File: src/rtl/ccm_pkg.sv
// Shared types, widths and helpers for the column covariance matrix core.
// No dependencies; used by every module of the block.
package ccm_pkg;

  localparam int DEF_MAX_ASSETS = 8;
  localparam int DEF_MAX_ROWS   = 256;

  localparam int SAMPLE_W = 24;  // Q4.20 sample
  localparam int SUM_W    = 32;  // column sum
  localparam int MEAN_W   = 25;  // column mean
  localparam int CTR_W    = 26;  // centred sample
  localparam int PROD_W   = 52;  // Q.40 cross-product
  localparam int ACC_W    = 64;  // accumulated sum, covariance
  localparam int COL_W    = 3;   // asset index
  localparam int NA_W     = 4;   // asset count

  typedef enum logic [1:0] {
    CODE_OK      = 2'd0,
    CODE_FEW     = 2'd1,
    CODE_PARTIAL = 2'd2,
    CODE_OVF     = 2'd3
  } code_t;

  typedef struct packed {
    logic signed [SAMPLE_W-1:0] sample_value;
    logic                       end_of_set;
  } in_t;

  typedef struct packed {
    logic [COL_W-1:0]        row_asset;
    logic [COL_W-1:0]        col_asset;
    logic signed [ACC_W-1:0] covariance;
    code_t                   status;
    logic                    last_result;
  } out_t;

  typedef enum logic [3:0] {
    S_IDLE, S_CHECK, S_MEAN_GO, S_MEAN_WAIT, S_PAIR_A, S_PAIR_B,
    S_MAC_WAIT, S_COV_GO, S_COV_WAIT, S_EMIT
  } state_t;

  // controller -> datapath
  typedef struct packed {
    logic             clear_load;
    logic             div_start;
    logic             div_cov;    // 1: acc / (n-1), 0: sum / n
    logic             mean_wr;
    logic             mean_ld_a;
    logic             mean_ld_b;
    logic             mac_start;
    logic             emit;
    code_t            code;
    logic             last;
    logic [COL_W-1:0] ci;
    logic [COL_W-1:0] cj;
  } cmd_t;

  // datapath -> controller
  typedef struct packed {
    logic [NA_W-1:0] n_act;
    logic            ovf;
    logic            partial;
    logic            few;
    logic            div_busy;
    logic            mac_busy;
  } stat_t;

  // Out-of-range asset count: zero acts as one, above max acts as max.
  function automatic logic [NA_W-1:0] active_assets(input logic [NA_W-1:0] na,
                                                     input int max_assets);
    logic [NA_W-1:0] r;
    if (na == '0) r = NA_W'(1);
    else if (na > NA_W'(max_assets)) r = NA_W'(max_assets);
    else r = na;
    return r;
  endfunction

endpackage

File: src/rtl/ccm_ctrl.sv
// Controller state machine: load, checks, means, per-pair MAC and divide, emit.
// Depends on ccm_pkg.
module ccm_ctrl (
  input  logic           clk,
  input  logic           rst_n,
  input  logic           ld_en,
  input  logic           ld_last,
  input  ccm_pkg::stat_t stat,
  output ccm_pkg::cmd_t  cmd,
  output logic           busy
);

  ccm_pkg::state_t          state_r, state_nxt;
  logic [ccm_pkg::COL_W-1:0] ci_r, ci_nxt, cj_r, cj_nxt;
  logic                      ci_end, cj_end;
  ccm_pkg::code_t            err;

  assign ci_end = {1'b0, ci_r} == stat.n_act - ccm_pkg::NA_W'(1);
  assign cj_end = {1'b0, cj_r} == stat.n_act - ccm_pkg::NA_W'(1);

  always_comb begin
    if (stat.ovf)          err = ccm_pkg::CODE_OVF;
    else if (stat.partial) err = ccm_pkg::CODE_PARTIAL;
    else if (stat.few)     err = ccm_pkg::CODE_FEW;
    else                   err = ccm_pkg::CODE_OK;
  end

  // next state
  always_comb begin
    state_nxt = state_r;
    ci_nxt    = ci_r;
    cj_nxt    = cj_r;
    unique case (state_r)
      ccm_pkg::S_IDLE: begin
        if (ld_en && ld_last) state_nxt = ccm_pkg::S_CHECK;
      end
      ccm_pkg::S_CHECK: begin
        ci_nxt = '0;
        cj_nxt = '0;
        state_nxt = (err == ccm_pkg::CODE_OK) ? ccm_pkg::S_MEAN_GO : ccm_pkg::S_IDLE;
      end
      ccm_pkg::S_MEAN_GO: state_nxt = ccm_pkg::S_MEAN_WAIT;
      ccm_pkg::S_MEAN_WAIT: begin
        if (!stat.div_busy) begin
          if (ci_end) begin
            ci_nxt    = '0;
            state_nxt = ccm_pkg::S_PAIR_A;
          end else begin
            ci_nxt    = ci_r + ccm_pkg::COL_W'(1);
            state_nxt = ccm_pkg::S_MEAN_GO;
          end
        end
      end
      ccm_pkg::S_PAIR_A: state_nxt = ccm_pkg::S_PAIR_B;
      ccm_pkg::S_PAIR_B: state_nxt = ccm_pkg::S_MAC_WAIT;
      ccm_pkg::S_MAC_WAIT: begin
        if (!stat.mac_busy) state_nxt = ccm_pkg::S_COV_GO;
      end
      ccm_pkg::S_COV_GO: state_nxt = ccm_pkg::S_COV_WAIT;
      ccm_pkg::S_COV_WAIT: begin
        if (!stat.div_busy) state_nxt = ccm_pkg::S_EMIT;
      end
      ccm_pkg::S_EMIT: begin
        if (cj_end) begin
          cj_nxt = '0;
          ci_nxt = ci_r + ccm_pkg::COL_W'(1);
        end else begin
          cj_nxt = cj_r + ccm_pkg::COL_W'(1);
        end
        state_nxt = (ci_end && cj_end) ? ccm_pkg::S_IDLE : ccm_pkg::S_PAIR_A;
      end
      default: state_nxt = ccm_pkg::S_IDLE;
    endcase
  end

  // outputs
  always_comb begin
    cmd      = '0;
    cmd.ci   = ci_r;
    cmd.cj   = cj_r;
    cmd.code = ccm_pkg::CODE_OK;
    busy     = state_r != ccm_pkg::S_IDLE;
    unique case (state_r)
      ccm_pkg::S_IDLE: ;
      ccm_pkg::S_CHECK: begin
        if (err != ccm_pkg::CODE_OK) begin
          cmd.emit       = 1'b1;
          cmd.code       = err;
          cmd.last       = 1'b1;
          cmd.clear_load = 1'b1;
        end
      end
      ccm_pkg::S_MEAN_GO:   cmd.div_start = 1'b1;
      ccm_pkg::S_MEAN_WAIT: cmd.mean_wr = !stat.div_busy;
      ccm_pkg::S_PAIR_A:    cmd.mean_ld_a = 1'b1;
      ccm_pkg::S_PAIR_B: begin
        cmd.mean_ld_b = 1'b1;
        cmd.mac_start = 1'b1;
      end
      ccm_pkg::S_MAC_WAIT: ;
      ccm_pkg::S_COV_GO: begin
        cmd.div_start = 1'b1;
        cmd.div_cov   = 1'b1;
      end
      ccm_pkg::S_COV_WAIT: cmd.div_cov = 1'b1;
      ccm_pkg::S_EMIT: begin
        cmd.div_cov    = 1'b1;
        cmd.emit       = 1'b1;
        cmd.last       = ci_end && cj_end;
        cmd.clear_load = ci_end && cj_end;
      end
      default: ;
    endcase
  end

  always_ff @(posedge clk) begin
    if (!rst_n) begin
      state_r <= ccm_pkg::S_IDLE;
      ci_r    <= '0;
      cj_r    <= '0;
    end else begin
      state_r <= state_nxt;
      ci_r    <= ci_nxt;
      cj_r    <= cj_nxt;
    end
  end

endmodule

File: config.mk
export PLATFORM = sky130hd
export DESIGN_NAME = ccm_ctrl
export DESIGN_NICKNAME = d
export VERILOG_FILES = /design/src/rtl/ccm_pkg.sv /design/src/rtl/ccm_ctrl.sv
export SDC_FILE = /design/constraint.sdc
export NUM_CORES = 1
export LEC_CHECK = 0
export BUFFER_PORTS_ARGS = -buffer_cell sky130_fd_sc_hd__buf_2
export CAP_MARGIN = 20
export CELL_PAD_IN_SITES_DETAIL_PLACEMENT = 1
export CELL_PAD_IN_SITES_GLOBAL_PLACEMENT = 2
export CORE_ASPECT_RATIO = 1.2
export CORE_MARGIN = 10
export CORE_UTILIZATION = 28
export DETAILED_ROUTE_END_ITERATION = 8
export GPL_TIMING_DRIVEN = 0
export PLACE_DENSITY = 0.86
export SLEW_MARGIN = 20
export SYNTH_ARGS = -nofsm -noshare
export SYNTH_HDL_FRONTEND = slang
export SYNTH_SLANG_ARGS = --single-unit
File: constraint.sdc
create_clock -name clk -period 2.25 [get_ports clk]
set_input_delay 0.225 -clock clk [delete_from_list [all_inputs] [get_ports clk]]
set_output_delay 0.225 -clock clk [all_outputs]
set_load 0.05 [all_outputs]
After elaboration in Yosys (flattened, before gate mapping)

Cells that the tools add are included.

Add/subtract/negate cells: 3
Eq/ne operators: 16
Mux-type cells: 28
Reductions and logical operators: 13

Operators with widths:

| cell                                                                  | count |
|---|---|
| 4-bit one-hot mux with 10 select lines                                | 1 |
| 4-bit two-way mux                                                     | 5 |
| 3-bit two-way mux                                                     | 6 |
| 4-bit by 3-bit equality test with 1-bit output, second input constant | 4 |
| 2-bit two-way mux                                                     | 5 |
| 2-bit != test, second input constant                                  | 5 |
| 3-bit one-hot mux with 3 select lines                                 | 1 |
| 3-bit by 4-bit equality test with 1-bit output                        | 2 |
| 4-bit by 2-bit equality test with 1-bit output, second input constant | 2 |
| 4-bit equality test, second input constant                            | 2 |
| 3-bit by 1-bit adder with 3-bit output, second input constant         | 2 |
| 1-bit two-way mux                                                     | 6 |
| 1-bit one-hot mux with 2 select lines                                 | 3 |
| 3-bit one-hot mux with 2 select lines                                 | 1 |
| 4-bit by 1-bit equality test with 1-bit output, second input constant | 1 |
| 4-bit zero test                                                       | 1 |
| 4-bit AND reduction                                                   | 1 |
| 2-bit nonzero test                                                    | 2 |
| 4-bit nonzero test                                                    | 1 |
| 4-bit by 1-bit subtractor with 4-bit output, second input constant    | 1 |
| 3-bit AND reduction                                                   | 1 |
| 3-bit nonzero test                                                    | 1 |
| 3-bit OR reduction                                                    | 1 |
| 1-bit logical AND                                                     | 2 |
| other kinds (3)                                                       | 3 |

Bits in registers: 10
Bits of input ports: 13
Word-level logic and storage cells: 63

Longest topological paths before layout

Gate-level depths: netlist of run 1.

Word-level depth: 6
Mapped depth: 8
Mapped depth without buffers: 7

Worst setup path after synthesis of run 1

No wires, ideal clock.

Path type: flip-flop to output port
Start: reg state_r[1]
End: out cmd[16] (netlist name)
Arrival time: 2.408 ns
Data required time: 2.025 ns
Setup slack: -0.383 ns
Stages on the path, launching flop included: 7
Path buffers: 2
Cell sequence: dfxtp_1 > buf_2 > nor2_2 > nand2_1 > a21oi_1 > o21a_1 > buf_4

RTL lines:

| element                | RTL line        | source |
|---|---|---|
| from (decl)            | ccm_ctrl.sv:13  | `ccm_pkg::state_t state_r, state_nxt;` |
| from (signal assigned) | ccm_ctrl.sv:118 | `state_r <= ccm_pkg::S_IDLE;` |
| from (signal assigned) | ccm_ctrl.sv:122 | `state_r <= state_nxt;` |
| to (decl)              | ccm_ctrl.sv:9   | `output ccm_pkg::cmd_t cmd,` |

==> results list, run 1 <==
- Of all flip-flops after synthesis, the portion carrying an async set or reset was 0.
- The worst path in the final design needs a cycle of 2170 ps, including I/O delays and setup.
- The startpoint identified for the worst register-to-register timing path is cj_r[2].
- Final clock period utilization by the worst path: 0.966
- When the netlist entered floorplanning its net count stood at 148.
- For this run, the total global-route usage over all layers was measured as 0.104.
- Along the worst path, the maximum fanout reaches 6.
- Endpoint of the lowest-slack register-to-register path: ci_r[0]
- After clock tree synthesis, the setup repair step added 0 buffers.
- Hold repair after CTS inserted 0 buffers.
- Register area share after synthesis: 0.197
- Y dimension of the die: 85.9 um
- Worst slew pin tran: 319 ps
- The final-report hold violation count is 0.
- Count of unresolved DRC violations after routing: 0
- TritonCTS built the clock tree.
- Synth-to-layout area growth: 27.6%
- The first global-routing pass estimated between 5 and 6 mm of wire.
- The final route contains 1,081 vias.
* Inserted Diodes: 0
- Die Footprint: approximately 6400 sq um
- Worst reg2reg setup slack: 610 ps
- Crit-path max cell delay: 430 ps
* Critical path destination: cmd[16]
- Dpl hpwl: 2.68 mm
* CP Buf/Inv Count: 4
- Max-cap violations in this run came to 0.
- Highest Clock Rate: 0.460 GHz
* Via density: ~5.4
- Net count of the finished layout: approximately 180
- The critical path crosses 10 cells after its start point.
- Setup skew after layout: 8.04 ps
* Total clock buffers created by CTS: 3
- Synthesized netlist cell count: 132
- Clock slew at reported path FFs: ~50 ps
* Kind of start point of the critical path: input port
- Port buffering added 29 buffers.
- In this run the static leakage power is 0.000589 uW.
* Hold Worst Slack: about 360 ps
* Starting density of the core: 0.296
* Library cell contributing the largest single delay on the critical path: sky130_fd_sc_hd__or3_4
* Clock tree buffer depth: 2
* Vias in the first global route: 1,164
* Headroom to the max-slew limit: 0.785
* Overflow left after global routing: 0
- The worst setup path is captured at an output pin.
- Traced cell by cell, the critical path runs through clkbuf_4 > inv_1 > ha_4 > xor2_1 > nand2_2 > or3_4 > nor2_1 > o21a_1 > buf_4 > buf_6.
- Die width: 75.0 um
- Setup Viol. Count Final: 0
* Placeable core region: between 3000 and 4000 sq um
- Buffer type at the clock tree root: sky130_fd_sc_hd__clkbuf_8
- Dividing the detail-routed wire length by the instance count gives ~16 um.
- Count of boundary I/O pins: 31
- After floorplanning, the core was divided into 23 placement rows.
* EDFF count, synth: 0
* Crit path from: stat[5]
- By startpoint and endpoint, the worst setup path is classified as in2out.
- Counting every sink on the clock net gives 10.
- For the worst flop-to-flop path, the logic depth is 5.
- After synthesis, the mean cell area works out to 7.69 sq um.
- For the worst setup path, the data arrival time is approximately 2000 ps.
- Of the cells placed in the final design, the portion with a size suffix greater than 1 is 0.364.
- Clk Latency, worst-skew pair: around 240 ps
- The detailed router finished its first iteration with 45 violations.
- Worst VDD drop: ~0.13 mV
- In this run, distinct cell masters in the synthesized netlist total slightly above 50.
- The congestion estimate from routability-driven global placement came to 0.840.
- Overall power after layout: between 500 and 600 uW
- Max Transition Viols Final: 0
- Total of flip-flops plus latches after synthesis: 10
- In the synthesized netlist the dominant register cell turns out to be sky130_fd_sc_hd__dfxtp_1.
* ANT nets after route: 0
* Pwr per Cell Area: between 400 and 500 nW/um^2
- The number of antenna violations at the first check in global routing was 0.
- Entering global routing, the biggest net connects 11 pins.
- The final layout contains routed wiring with a total length of 3.30 mm.
* CP required: 2030 ps
* Number of iterations in the first detailed-routing pass: 4
- Type of the worst min-delay path: in2reg
- Result of the run: completed
- CTS built an H-tree with a depth of 1.
* Kind of cell adding the most delay to the critical path: simple AND/OR/NAND/NOR gates
* Number of warnings printed during yosys synthesis: 0
- The cell area that synthesis handed to floorplanning was 1010 sq um.
-- layout by cell type (no fill, tap or decap), types with 3 or more instances in the layout --
cell and instances:
sky130_fd_sc_hd__xor2_1 5, sky130_fd_sc_hd__inv_1 8, sky130_fd_sc_hd__o21ai_1 3, sky130_fd_sc_hd__dfxtp_2 3
sky130_fd_sc_hd__clkbuf_8 5, sky130_fd_sc_hd__nor4_1 3, sky130_fd_sc_hd__nand2_1 15, sky130_fd_sc_hd__dfxtp_1 7
sky130_fd_sc_hd__nand3_1 6, sky130_fd_sc_hd__nor3_1 5, sky130_fd_sc_hd__nand4_1 5, sky130_fd_sc_hd__buf_4 5
sky130_fd_sc_hd__o21ai_0 4, sky130_fd_sc_hd__nor2_1 6, sky130_fd_sc_hd__nor2b_1 5, sky130_fd_sc_hd__buf_2 28
-- metal layers --
layer | wire [um] | share of wire | global-route usage | up-vias
li1 | - | - | - | 545
met1 | 1390 | 0.42 | 0.110 | 504
met2 | 1680 | 0.51 | 0.184 | 25
met3 | 162 | 0.049 | 0.0265 | 7
met4 | 58 | 0.018 | 0.0466 | 0
met5 | 0 | 0 | 0 | -
-- per-stage QoR --
stage | cell area [sq um] | utilization | std cells | setup WS [ps] | TNS, ps
after floorplan | 1020 | - | 132 | -84.1 | -215
after global placement | 1210 | 0.354 | 198 | -75.4 | -75.4
after detailed placement | 1210 | 0.354 | 198 | -93.2 | -104
after CTS | 1280 | 0.375 | 202 | 25.3 | 0
after global routing | 1290 | 0.378 | 202 | -11.3 | -11.3
final | 1290 | 0.378 | 202 | 77.3 | 0
-- report_power, final --
group          switching [uW]  internal, uW
clock network            78.3           154
registers                2.13           179
logic                    91.5          51.4
-- worst min-delay path, cell delays in order --
cell                       delay, ps
sky130_fd_sc_hd__clkbuf_2        140
sky130_fd_sc_hd__nand4b_1        100
sky130_fd_sc_hd__o22ai_1          80
-- kinds of logic (layout without fill, tap and decap cells) --
group	count (synthesis)	after routing	synth area share
adders and majority gates	3	3	0.0370
DFF	10	10	0.197
buffers and inverters	18	51	0.101
AOI/OAI and AO/OA	32	32	0.240
and+or+nand+nor	60	60	0.330
muxes	2	2	0.0197
xor gates and xnor gates	7	7	0.0740
-- sequential cells by signal, indices dropped and copies added, names as in the netlist --
| register | cells |
|---|---|
| cj_r | 3 |
| ci_r | 3 |
| state_r | 4 |
-- synth_stat cells (3+ instances only) --
master	count	area, sq um
sky130_fd_sc_hd__nand2_1	16	60.1
sky130_fd_sc_hd__dfxtp_1	10	200
sky130_fd_sc_hd__inv_1	8	30.0
sky130_fd_sc_hd__nand3_1	6	30.0
sky130_fd_sc_hd__nor2_1	6	22.5
sky130_fd_sc_hd__buf_4	5	37.5
sky130_fd_sc_hd__nand4_1	5	31.3
sky130_fd_sc_hd__nor2b_1	5	31.3
sky130_fd_sc_hd__nor3_1	5	25.0
sky130_fd_sc_hd__xor2_1	5	43.8
sky130_fd_sc_hd__o21ai_0	4	20.0
sky130_fd_sc_hd__a21oi_1	3	15.0
sky130_fd_sc_hd__ha_1	3	37.5
sky130_fd_sc_hd__nor4_1	3	18.8
sky130_fd_sc_hd__o21ai_1	3	15.0
-- worst min-delay path by stage --
stage / cells past startpoint / to / startpoint
2_1_floorplan: 3 / state_r[2] / stat[0]
3_3_place_gp: 2 / ci_r[1] / ci_r[1]
3_5_place_dp: 2 / ci_r[1] / ci_r[1]
4_1_cts: 4 / state_r[2] / stat[0]
5_1_grt: 3 / ci_r[0] / rst_n
6_report: 3 / ci_r[0] / rst_n
-- repair_timing --
| action | in CTS | in global routing |
|---|---|---|
| endpoints found under the setup margin | 2 | 2 |
| pin swaps | 0 | 0 |
| gates resized for setup | 2 | 4 |
-- layout make-up --
type,instances,area (sq um)
Fill cell,432,2130
Multi-Input combinational cell,104,731
Sequential cell,10,204
Timing Repair Buffer,29,156
Buffer,9,66.3
Clock buffer,4,55.1
Tap cell,37,46.3
Inverter,9,36.3
No activity file was read; power rests on OpenSTA's default activity.
==> run 2, diff against run 1 <==
BUFFER_PORTS_ARGS = not set   (was -buffer_cell sky130_fd_sc_hd__buf_2)
CORE_UTILIZATION = 34   (was 28)
DONT_BUFFER_PORTS = 1   (was not set)
PLACE_DENSITY = 0.84   (was 0.86)
==> results list, run 2 (same netlist as run 1, synthesis figures left out) <==
- Die width: 69.9 um (-6.8%)
- The I/O pin count came to 31 (unchanged).
* Final clock period utilization by the worst path: 0.981 (+0.0156)
- Vias in the first global route: 1,115 (-4.2%)
- The final sum of negative setup slack came to 0 ps (unchanged).
- Die Footprint: 5580 sq um (-13%)
- The placement-stage worst setup slack was -322 ps (-229 ps).
- Largest net degree at the start of global routing: 11 (unchanged)
- Placed instance count: 168 (-15%)
- The clock skew after layout is 6.31 ps (-1.73 ps).
- The total placed instance area is 1110 sq um (-8.8%).
* Pwr per Cell Area: 381 nW/um^2 (-11%)
- Number of flip-flops in the largest register: 4 (unchanged)
- Count of unresolved DRC violations after routing: 0 (unchanged)
- Fraction of layout cells with a size suffix above 1: 0.345 (-0.0183)
* Total clock buffers created by CTS: 3 (unchanged)
- Final weighted congestion in routability-driven placement: 0.768 (-8.6%)
- STA classifies the critical path startpoint as a flop.
- Overflow left after global routing: 0 (unchanged)
* Clock slew at reported path FFs: 80 ps (+30 ps)
* Standard-cell rows: 21 (-8.7%)
* Buffer type at the clock tree root: sky130_fd_sc_hd__clkbuf_4
- Min-Delay Startpoint: stat[0]
* Worst-case setup margin in the final layout: 42.2 ps (-35.1 ps)
- Fill count: 351 (-19%)
- The net total in the final layout was 156 (-14%).
- The antenna diode count came to 0 (unchanged).
- Type of the worst min-delay path: in2reg
- The net switching power figure was 162 uW (-5.6%).
- Number of antenna violations at the first check in global routing: 0 (unchanged)
- DRC violation total after the first TritonRoute iteration: 21 (-53%)
* Synth-to-layout area growth: 23.6%
* TritonCTS Sinks: 10 (unchanged)
- Worst Hold Path EP: state_r[2]
- The slew at the pin closest to its max-slew limit came to 956 ps (+636 ps).
- Registers with the most flip-flops: state_r x4, ci_r x3, cj_r x3
- The endpoint identified for the worst register-to-register timing path is ci_r[0].
- The worst ir drop on vdd came to 0.252 mV (+93%).
* Commonest non-fill, non-tap cell in the layout: sky130_fd_sc_hd__nand2_1
* Headroom to the max-slew limit: 0.359 (-0.427)
- CTS tree: done
- Internal power of the cells: 316 uW (-18%)
- Register area: 218 sq um (+6.7%)
* Overall routed net length: 3.18 mm (-3.5%)
- Highest Clock Rate: 0.453 GHz (-1.6%)
- Clock tree buffer depth: 2 (unchanged)
- Setup repair after global routing could not meet its margin everywhere.
* Part of the total power dissipated in combinational logic: 0.274 (+0.017)
- The net switching fraction of the power is 0.340 (+0.0305).
- CP required: 2030 ps (about the same)
- Hold Violations, Final: 0 (unchanged)
* Via density: 5.79 (+8.1%)
- The global router's overall resource usage was 0.113 (+0.00880).
- Placeable core region: 2840 sq um (-17%)
* WP data arrival: 1980 ps (+30 ps)
- Startpoint-to-endpoint class of the critical path: reg2out
- The number of max-cap violations was 0 (unchanged).
- Via Count: 1,001 (-7.4%)
- H-tree level count: 1 (unchanged)
- The overall power consumption was 478 uW (-14%).
- Worst reg2reg setup slack: 510 ps (-100 ps)
- The clock network latency to the later pin of the worst-skew pair was 270 ps (+30 ps).
- Ranked by flip-flop count, first place goes to state_r.
* Port Buffer Count: 0 (-100%)
* Crit path from: ci_r[2]
* Hold buffer count at CTS: 0 (unchanged)
* Share of power burned in the clock network: 0.360 (-0.058)
- The final non-filler cell total was 173 (-14%).
* Min Tclk post-route: 2210 ps (+35.1 ps)
- Largest fanout of any net on the critical path: 4 (-2)
* Library cell contributing the largest single delay on the critical path: sky130_fd_sc_hd__dfxtp_4
- Most used cells in the layout excluding fill and tap cells: 14 x sky130_fd_sc_hd__nand2_1, 8 x sky130_fd_sc_hd__inv_1, 7 x sky130_fd_sc_hd__buf_4
- The iteration count of the initial detailed-routing pass was 4 (unchanged).
- The area taken by multi-input logic gates was 825 sq um (+13%).
* ANT nets after route: 0 (unchanged)
* Critical Path Sink Type: output pin
* Y dimension of the die: 79.8 um (-7.1%)
- Max Transition Viols Final: 0 (unchanged)
- Cell Chain, Critical Path: xor2_4 > a21boi_4 > or3_4 > nor2_4 > o21a_4 > buf_8
- Crit-path max cell delay: 430 ps (about the same)
* First-pass GRT wire length: 5.31 mm (-0.64%)
* Count of cells along the worst hold path: 3 (unchanged)
* Worst reg-to-reg path cell count: 6 (+1)
* CP Buf/Inv Count: 1 (-3)
* Dpl hpwl: 2.59 mm (-3.4%)
- Result of the run: completed
* P_leak: 0.000478 uW (-19%)
* Kind of cell adding the most delay to the critical path: simple AND/OR/NAND/NOR gates
* Register share of total power: 0.367 (+0.042)
* Starting density of the core: 0.358 (+0.0613)
* Setup Viol. Count Final: 0 (unchanged)
- Wirelength per Cell: 18.4 um (+13%)
- Summed area of non-filler cells in the final layout: 1250 sq um (-3.2%)
* Startpoint of the worst-slack reg-to-reg timing path: ci_r[2]
## run 2: how the worst max path moves through the flow
stage               depth (start not counted)  endpoint
floorplan                                   3   cmd[13]
global placement                            6   cmd[16]
detailed placement                          6   cmd[16]
CTS                                         6   cmd[16]
global route                                6   cmd[16]
finish                                      6   cmd[16]
## run 2: worst register-to-register path: stages, from the launching register on
cell and delay (ps):
sky130_fd_sc_hd__dfxtp_4 430, sky130_fd_sc_hd__xor2_4 180, sky130_fd_sc_hd__a21boi_4 160, sky130_fd_sc_hd__or3_4 420, sky130_fd_sc_hd__buf_4 160, sky130_fd_sc_hd__a21oi_2 160
sky130_fd_sc_hd__o22ai_1 110
## run 2: power groups by stage
stage	Clock, uW	Combinational [uW]	Sequential [uW]
3_3_place_gp	0	111	184
3_5_place_dp	0	117	184
4_1_cts	181	125	177
5_1_grt	187	141	175
6_report	172	131	175
2_1_floorplan	0	96.4	184
## run 2: layout make-up
class | instances | area share
Buffer | 9 | 0.0589
Tap cell | 34 | 0.0339
Multi-Input combinational cell | 104 | 0.658
Timing Repair Buffer | 3 | 0.0180
Sequential cell | 10 | 0.174
Clock buffer | 4 | 0.0289
Inverter | 9 | 0.0289
## run 2: routing by layer
metal  up-vias  GRT usage  part of all wire
met5         -          0                 0
met4         0     0.0375            0.0069
met3         2     0.0261             0.048
met2        14      0.226              0.57
met1       496      0.110              0.38
li1        489          -                 -
## run 2: repair_timing
action,in CTS,in global routing
gates resized for setup,15,9
setup buffers,0,1
setup endpoints to repair,3,1
pin swaps,0,3
## run 2: stage by stage
| step | utilization | hold WS, ps |
|---|---|---|
| floorplan | - | 457 |
| detailed placement | 0.390 | 511 |
| global route | 0.442 | 238 |
| global placement | 0.375 | 494 |
| finish | 0.442 | 227 |
| CTS | 0.423 | 214 |
==> run 3, diff against run 2 <==
CORE_MARGIN = 3   (was 10)
CTS_BUF_LIST = sky130_fd_sc_hd__clkbuf_8 sky130_fd_sc_hd__clkbuf_16   (was not set)
==> results list, run 3 (same netlist as run 1, synthesis figures left out) <==
- The clock buffer count from CTS came to 3 (unchanged).
* Standard-cell rows: 21 (unchanged)
* WP data arrival: 1980 ps (about the same)
- The final routed wire length divided by cell count came to 17.5 um (-4.7%).
* Critical Path Sink Type: output pin
- The run finished with clean final reports.
* Net count of the finished layout: 158 (+1.3%)
* Placeable core region: 2810 sq um (-0.93%)
* Overflow left after global routing: 0 (unchanged)
- The pin count of the biggest net entering global routing was 11 (unchanged).
* Total global-route track usage: 0.182 (+0.0690)
- The critical path is of the reg2out type.
- Starting density of the core: 0.361 (+0.00334)
* Final clock period utilization by the worst path: 0.982 (about the same)
- Hold Violations, Final: 0 (unchanged)
- Vias in the first global route: 1,100 (-1.3%)
- Worst VDD drop: 0.202 mV (-20%)
* Registers with the most flip-flops: state_r x4, ci_r x3, cj_r x3
* Port Buffer Count: 0 (unchanged)
* Summed area of non-filler cells in the final layout: 1250 sq um (-0.20%)
- The clock input transition at the sequential cells of the worst setup and hold paths was 50 ps (-30 ps).
- Clk Latency, worst-skew pair: 230 ps (-40 ps)
* Highest Clock Rate: 0.453 GHz (about the same)
- Post-place instance area: 1110 sq um (unchanged)
- The worst reg-to-reg setup slack was 480 ps (-30 ps).
- The number of flip-flops under the largest register name came to 4 (unchanged).
* Fraction of layout cells with a size suffix above 1: 0.336 (-0.00961)
* Overall routed net length: 3.05 mm (-4.1%)
* Synth-to-layout area growth: 23.3%
* Number of antenna violations at the first check in global routing: 0 (unchanged)
* Setup skew after layout: 1.11 ps (-5.20 ps)
- The final weighted congestion in routability-driven placement came to 0.844 (+9.9%).
* Crit-path max cell delay: 420 ps (about the same)
- The slew at the pin closest to its max-slew limit is 947 ps (-9.06 ps).
- The overall die area was 3680 sq um (-34%).
* Clock tree buffer depth: 2 (unchanged)
- Library cell contributing the largest single delay on the critical path: sky130_fd_sc_hd__or3_4
- Dpl hpwl: 2.43 mm (-5.8%)
* Inserted Diodes: 0 (unchanged)
- The number of sinks on the clock net is 10 (unchanged).
- The iteration count of the initial detailed-routing pass is 4 (unchanged).
- The time the worst path needs with I/O delays and setup is 2210 ps (+1.48 ps).
- The number of max-cap violations is 0 (unchanged).
- The tree is rooted in a sky130_fd_sc_hd__clkbuf_8.
- Count of unresolved DRC violations after routing: 0 (unchanged)
* Setup Viol. Count Final: 0 (unchanged)
* CTS tree: done
- The number of vias per cell after detailed routing came to 5.96 (+3.0%).
* Pwr per Cell Area: 393 nW/um^2 (+3.1%)
- The die extent in y came to 65.8 um (-18%).
- First-pass GRT wire length: 5.31 mm (unchanged)
- The setup slack of the critical path after layout was 40.7 ps (-1.48 ps).
- ANT nets after route: 0 (unchanged)
- STA classifies the critical path startpoint as a flop.
* Die width: 55.9 um (-20%)
- Count of boundary I/O pins: 31 (unchanged)
- More flip-flops sit in one register than any other, and that register is state_r.
- DRC violation total after the first TritonRoute iteration: 15 (-29%)
* Largest fanout of any net on the critical path: 4 (unchanged)
- The placement-stage worst setup slack is -306 ps (+15.9 ps).
- Walking the worst path, the cells encountered are xor2_4 > a21boi_2 > or3_4 > nor2_4 > o21a_4 > buf_8.
- Max Transition Viols Final: 0 (unchanged)
- The static power due to leakage came to 0.000482 uW (+0.84%).
- CP required: 2030 ps (about the same)
- The tightest slew margin relative to the limit came to 0.365 (+0.00608).
- Via Count: 1,037 (+3.6%)
- Type of the worst min-delay path: in2reg
- Commonest non-fill, non-tap cell in the layout: sky130_fd_sc_hd__nand2_1
- Hold buffer count at CTS: 0 (unchanged)
- H-tree level count: 1 (unchanged)
- Leaving out fill and tap cells, the most frequent cells in the layout are 15 x sky130_fd_sc_hd__nand2_1, 9 x sky130_fd_sc_hd__buf_4, 8 x sky130_fd_sc_hd__inv_1.
## run 3: per-layer routing
| layer | wire length, um | global-route usage | vias up | part of all wire |
|---|---|---|---|---|
| met2 | 1670 | 0.357 | 21 | 0.55 |
| met5 | 0 | 0 | - | 0 |
| met1 | 1260 | 0.197 | 522 | 0.41 |
| li1 | - | - | 492 | - |
| met3 | 106 | 0.0273 | 2 | 0.035 |
| met4 | 21 | 0.0623 | 0 | 0.0069 |
## run 3: final timing paths
check | from | end | cells after the start
min | stat[0] | state_r[2] | 3
min reg2reg | cj_r[2] | cj_r[2] | 2
max reg2reg | cj_r[2] | state_r[2] | 5
max | ci_r[2] | cmd[16] | 6
## run 3: power by group
| part | switching (uW) | leakage (uW) | internal, uW |
|---|---|---|---|
| clock | 67.5 | 0.0000216 | 117 |
| combinational | 86.3 | 0.000375 | 44.5 |
| sequential | 2.40 | 0.0000850 | 174 |
## run 3: metrics by stage
stage	setup TNS (ps)	hold WS, ps	total power, uW	util	instances
after detailed placement	-317	494	302	0.394	168
after global routing	-6.32	265	519	0.445	174
after CTS	-0.00444	244	495	0.427	171
final	0	249	492	0.445	174
after global placement	-727	482	295	0.379	166
after floorplan	-215	457	280	-	132
## run 3: what timing repair did
action / in CTS / in global routing
setup buffers: 0 / 3
gates resized for setup: 14 / 6
gates cloned: 0 / 0
pin swaps: 1 / 3
endpoints found under the setup margin: 3 / 1
## run 3: layout make-up
type | count | area (sq um)
Timing Repair Buffer | 5 | 37.5
Inverter | 9 | 36.3
Buffer | 9 | 73.8
Clock buffer | 3 | 41.3
Fill cell | 337 | 1560
Tap cell | 34 | 42.5
Sequential cell | 10 | 218
Multi-Input combinational cell | 104 | 802
## run 3: critical path, delay by kind of cell, from the launching register on
| family | cells | cell delay (ps) |
|---|---|---|
| flops | 1 | 410 |
| xor+xnor | 1 | 210 |
| simple gates | 2 | 520 |
| buf+inv | 1 | 170 |
| compound gates | 2 | 430 |
